[src/vba_pkg.sv]
package vba_pkg;

  localparam int MaxElements = 1024;
  localparam int NumBuffers  = 4;
  localparam int DataWidth   = 32;
  localparam int IdxW        = 10;
  localparam int BufW        = 2;
  localparam int AddrW       = BufW + IdxW;
  localparam int CountW      = 11;
  localparam int BufCountW   = 3;
  localparam int CfgW        = 11;
  localparam int ItemW       = 119;
  localparam int UserW       = 2;
  localparam int InW         = 120;
  localparam int OutW        = 40;
  localparam int OpW         = 35;
  localparam int LoW         = 49;
  localparam int HiW         = 51;
  localparam int WideW       = 56;

  typedef enum logic [1:0] {
    FUNC_LOAD = 2'd0,
    FUNC_EXEC = 2'd1,
    FUNC_READ = 2'd2,
    FUNC_NOP  = 2'd3
  } func_t;

  typedef enum logic [2:0] {
    OP_COPY  = 3'd0,
    OP_ADD   = 3'd1,
    OP_SUB   = 3'd2,
    OP_MUL   = 3'd3,
    OP_SCALE = 3'd4,
    OP_AXPY  = 3'd5,
    OP_CLAMP = 3'd6,
    OP_LAP   = 3'd7
  } opcode_t;

  typedef enum logic [2:0] {
    ST_OK       = 3'd0,
    ST_BAD_DA   = 3'd1,
    ST_BAD_B    = 3'd2,
    ST_BOUNDS   = 3'd3,
    ST_BAD_ADDR = 3'd4
  } status_t;

  typedef enum logic {
    CFG_ELEMENT_COUNT = 1'b0,
    CFG_BUFFER_COUNT  = 1'b1
  } cfg_index_t;

  typedef struct packed {
    logic signed [31:0] load_value;
    logic [IdxW-1:0]    element_index;
    logic [BufW-1:0]    buffer_sel;
    logic signed [31:0] scalar_second;
    logic signed [31:0] scalar_first;
    logic [BufW-1:0]    src_b_buf;
    logic [BufW-1:0]    src_a_buf;
    logic [BufW-1:0]    dest_buf;
    opcode_t            opcode;
    func_t              func;
  } item_t;

  typedef struct packed {
    logic capture;
    logic decode;
    logic rd_a;
    logic rd_x;
    logic rd_y;
    logic cap;
    logic mul_lo;
    logic mul_hi;
    logic wr_elem;
    logic present;
  } cmd_t;

  typedef struct packed {
    logic exec_go;
    logic last;
    logic out_free;
  } stat_t;

endpackage

[src/vba_ctrl.sv]
module vba_ctrl (
  input  logic          clk,
  input  logic          rst,
  input  logic          s_tvalid,
  output logic          s_tready,
  input  vba_pkg::stat_t st,
  output vba_pkg::cmd_t  cmd
);
  import vba_pkg::*;

  typedef enum logic [10:0] {
    S_IDLE   = 11'b000_0000_0001,
    S_DECODE = 11'b000_0000_0010,
    S_RA     = 11'b000_0000_0100,
    S_RX     = 11'b000_0000_1000,
    S_RY     = 11'b000_0001_0000,
    S_CAP    = 11'b000_0010_0000,
    S_ML     = 11'b000_0100_0000,
    S_MH     = 11'b000_1000_0000,
    S_WR     = 11'b001_0000_0000,
    S_DONE   = 11'b010_0000_0000,
    S_SPARE  = 11'b100_0000_0000
  } state_t;

  state_t state, state_next;

  always_ff @(posedge clk) begin
    if (rst) begin
      state <= S_IDLE;
    end else begin
      state <= state_next;
    end
  end

  assign s_tready = (state == S_IDLE);

  always_comb begin
    state_next = state;
    cmd = '0;
    unique case (state)
      S_IDLE: begin
        if (s_tvalid) begin
          cmd.capture = 1'b1;
          state_next = S_DECODE;
        end
      end
      S_DECODE: begin
        cmd.decode = 1'b1;
        state_next = st.exec_go ? S_RA : S_DONE;
      end
      S_RA: begin
        cmd.rd_a = 1'b1;
        state_next = S_RX;
      end
      S_RX: begin
        cmd.rd_x = 1'b1;
        state_next = S_RY;
      end
      S_RY: begin
        cmd.rd_y = 1'b1;
        state_next = S_CAP;
      end
      S_CAP: begin
        cmd.cap = 1'b1;
        state_next = S_ML;
      end
      S_ML: begin
        cmd.mul_lo = 1'b1;
        state_next = S_MH;
      end
      S_MH: begin
        cmd.mul_hi = 1'b1;
        state_next = S_WR;
      end
      S_WR: begin
        cmd.wr_elem = 1'b1;
        state_next = st.last ? S_DONE : S_RA;
      end
      S_DONE: begin
        if (st.out_free) begin
          cmd.present = 1'b1;
          state_next = S_IDLE;
        end
      end
      default: begin
        state_next = S_IDLE;
      end
    endcase
  end

endmodule

[config.mk]
export PLATFORM = sky130hd
export DESIGN_NAME = vba_ctrl
export DESIGN_NICKNAME = d
export VERILOG_FILES = /design/src/vba_pkg.sv /design/src/vba_ctrl.sv
export SDC_FILE = /design/constraint.sdc
export NUM_CORES = 1
export LEC_CHECK = 0
export BUFFER_PORTS_ARGS = -buffer_cell sky130_fd_sc_hd__buf_4
export CORE_MARGIN = 1
export CORE_UTILIZATION = 37
export CTS_BUF_LIST = sky130_fd_sc_hd__clkbuf_4 sky130_fd_sc_hd__clkbuf_8
export DETAILED_ROUTE_END_ITERATION = 8
export PLACE_DENSITY_LB_ADDON = 0.3
export SLEW_MARGIN = 15
export SYNTH_ARGS = -nofsm -noshare
export SYNTH_HDL_FRONTEND = slang
export SYNTH_SLANG_ARGS = --single-unit
[constraint.sdc]
create_clock -name clk -period 2.1 [get_ports clk]
set_input_delay 0.21 -clock clk [delete_from_list [all_inputs] [get_ports clk]]
set_output_delay 0.21 -clock clk [all_outputs]
set_load 0.005 [all_outputs]
==> summary.txt <==
Die
  • Num rows: 14
  • Die X: 42.71 microns
  • IO Pins: 17
  • Initial Utilization: 0.4023
  • Die Height: between 40 and 50 microns
  • Die Footprint: 1824 sq um
  • Core area: 1524 sq um

Setup path
  • CP arrival: 1.78 ns
  • Worst Path Required: 1.89 ns
  • Crit path kind: register to output port
  • CP max FO: 7
  • CP Launch Point: state[2]
  • Critical path endpoint category: output port
  • Critical R2R Launch: state[2]
  • Type of origin of the critical path: register

Yosys
  • Synth warn: 0
  • Top post-synthesis cells by area: dfxtp_1, and3_1, nor4_1
  • Post-synth top area cell: dfxtp_1
  • Yosys top cell area share: 0.3265
  • Number of enable flip-flop cells after synthesis: 0
  • Number of distinct library cells after synthesis: 34
  • Dominant synthesized flop cell: dfxtp_1
  • Sequential area share after synthesis: 0.3265
  • Mapped Cells: 73
  • Commonest cells in the netlist: dfxtp_1, inv_1, nor2_1
  • Synth async-reset ratio: 0
  • Mapped cell area: between 600 and 700 sq um
  • Mean Syn Cell Area: ~8.4 sq um
  • Most common cell in the netlist: dfxtp_1
  • Net Count, Synth: 79
  • Seq cells post-synth: 10

Detailed routing
  • Via count: 610
  • Number of routed nets with antenna violations: 0
  • Avg WL per Cell: 12.77 microns
  • Final wirelength: 1354 microns
  • Starting DRT DRC Count: 5
  • 1st-pass router iterations: 3
  • DRC: 0
  • Vias/cell: roughly 5.8

Layout
  • Synthesis-to-finish area growth: 26.12%
  • Cell area after layout: 773.2 sq um
  • Top flop regs: state: 10 flops
  • Layout Nets: 97
  • Max reg flops: 10
  • Antenna Cells: 0
  • Biggest register: state
  • Share of layout cells above drive strength 1: 0.2889

Power and ir drop
  • P_int: 0.3316 mW
  • Switching share of power: 0.2363
  • Clock power frac: 0.391
  • Sw power: 0.1026 mW
  • Leakage: 0.3410 nW
  • Power per cell area: between 500 and 600 nW/um^2
  • Peak VDD IR: 297.4 uV
  • Comb pwr share: 0.145
  • Seq pwr share: 0.464

Placement
  • Dpl cell area: 725.7 sq um
  • Detailed Place HPWL: 1055 microns
  • Buffers on Ports: 16
  • Placer Congestion: 0.7721

Job
  • Max cap viols: 0

Timing
  • Skew final: 0.005445 ns
  • Final total negative setup slack: 0 ns
  • Fmax: about 0.5 GHz
  • Relative slew slack: 0.6080
  • RSZ-0062 raised after global routing: no
  • Worst-margin pin slew: 0.5803 ns
  • Final Cycle Share: 0.9493
  • Slew Limit Fails: 0
  • Endpoints failing setup: 0
  • Hold Fails Final Rpt: 0
  • Final critical-path required period: 1.993 ns

Clocking
  • Clk_lat worst skew: 0.27 ns
  • CTS buffer count: 3
  • # H-tree levels: 1
  • Clk slew on worst S/H paths: 0.06 ns
  • CTS tree: built
  • Clock sinks: 10
  • Root Driver: clkbuf_4
  • # Post-CTS Setup Buffers: 0
  • CTS Buffer Depth: 2

GRT
  • First-pass GRT wire length: roughly 2200 microns
  • Global route overflow: 0
  • Pin count of the biggest net entering global routing: 9
  • Vias in the first global route: 526
  • GRT Total Usage: 0.1596
  • Initial antenna violation count: 0

Min path
  • Min-delay src: rst
  • Hold WC Path Type: input port to register

Status
  • Status: completed
## layout make-up
class | instances | area [sq um]
well taps | 16 | 20.02
inverters | 5 | 18.77
repair buffers | 16 | 120.1
flip-flops and latches | 10 | 200.2
clock buffers | 4 | 36.28
multi-input cells | 55 | 377.9
fillers | 155 | 750.7
## timing repair
item,4_1_cts,5_1_grt
hold buffers,0,0
setup endpoints to repair,0,4
gates resized for setup,0,2
## power by group through the flow
stage	sequential [mW]	combinational, mW	clock, mW
2_1_floorplan	0.203	0.0370	0
3_5_place_dp	0.205	0.0628	0
3_3_place_gp	0.205	0.0629	0
6_report	0.202	0.0631	0.170
4_1_cts	0.201	0.0632	0.175
5_1_grt	0.202	0.0705	0.184
## cell usage in the layout, fill, tap and decap left out, types with 2 or more instances in the layout
master and instances:
buf_4 16, dfxtp_1 10, inv_1 5, nor2_1 5
nand2_1 4, and3_1 4, nor4_1 3, clkbuf_4 3
nor3_1 2, nor4b_1 2, nand3_1 2, nor4_2 2
nor3b_1 2, nand2b_1 2, or3_1 2, and2_1 2
xnor2_1 2, o21ai_0 2, a21boi_0 2, nor2b_1 2
## metrics by stage
step / total power, mW / setup WS [ns] / hold WS [ns] / utilization / cells
5_1_grt: 0.4565 / 0.01458 / 0.1103 / 0.5074 / 106
6_report: 0.4343 / 0.1065 / 0.1131 / 0.5074 / 106
3_3_place_gp: 0.2681 / 0.3146 / 0.3905 / 0.4762 / 102
2_1_floorplan: 0.2403 / 0.4670 / 0.2816 / - / 73
4_1_cts: 0.4395 / 0.02914 / 0.1109 / 0.5000 / 106
3_5_place_dp: 0.2682 / 0.3252 / 0.3988 / 0.4762 / 102
## metal layers
layer,GRT usage,up-vias,routed length (microns)
met5,0,-,0
met4,0.07500,0,17
met3,0.02979,3,47
met2,0.2394,12,644
met1,0.2190,291,645
li1,-,304,-
## cell families (layout without fill, tap and decap cells)
| logic type | count (synthesis) | after routing | synth area share |
|---|---|---|---|
| xor+xnor | 3 | 3 | 0.04286 |
| simple gates | 42 | 42 | 0.4367 |
| buf+inv | 8 | 25 | 0.07550 |
| compound gates | 10 | 10 | 0.1184 |
| flops | 10 | 10 | 0.3265 |
## worst paths after layout
check,slack [ns],to,cells after the start
hold / removal,0.11,state[1],2
setup / recovery,0.11,cmd[3],4
setup reg to reg,0.34,state[9],4
hold reg to reg,0.69,state[3],3
## worst max-delay path: stages, from the launching register on
cell	delay (ns)
dfxtp_1	0.38
or4_1	0.61
nor3_2	0.18
and4b_1	0.25
buf_4	0.12
(Power assumes the default switching activity.)
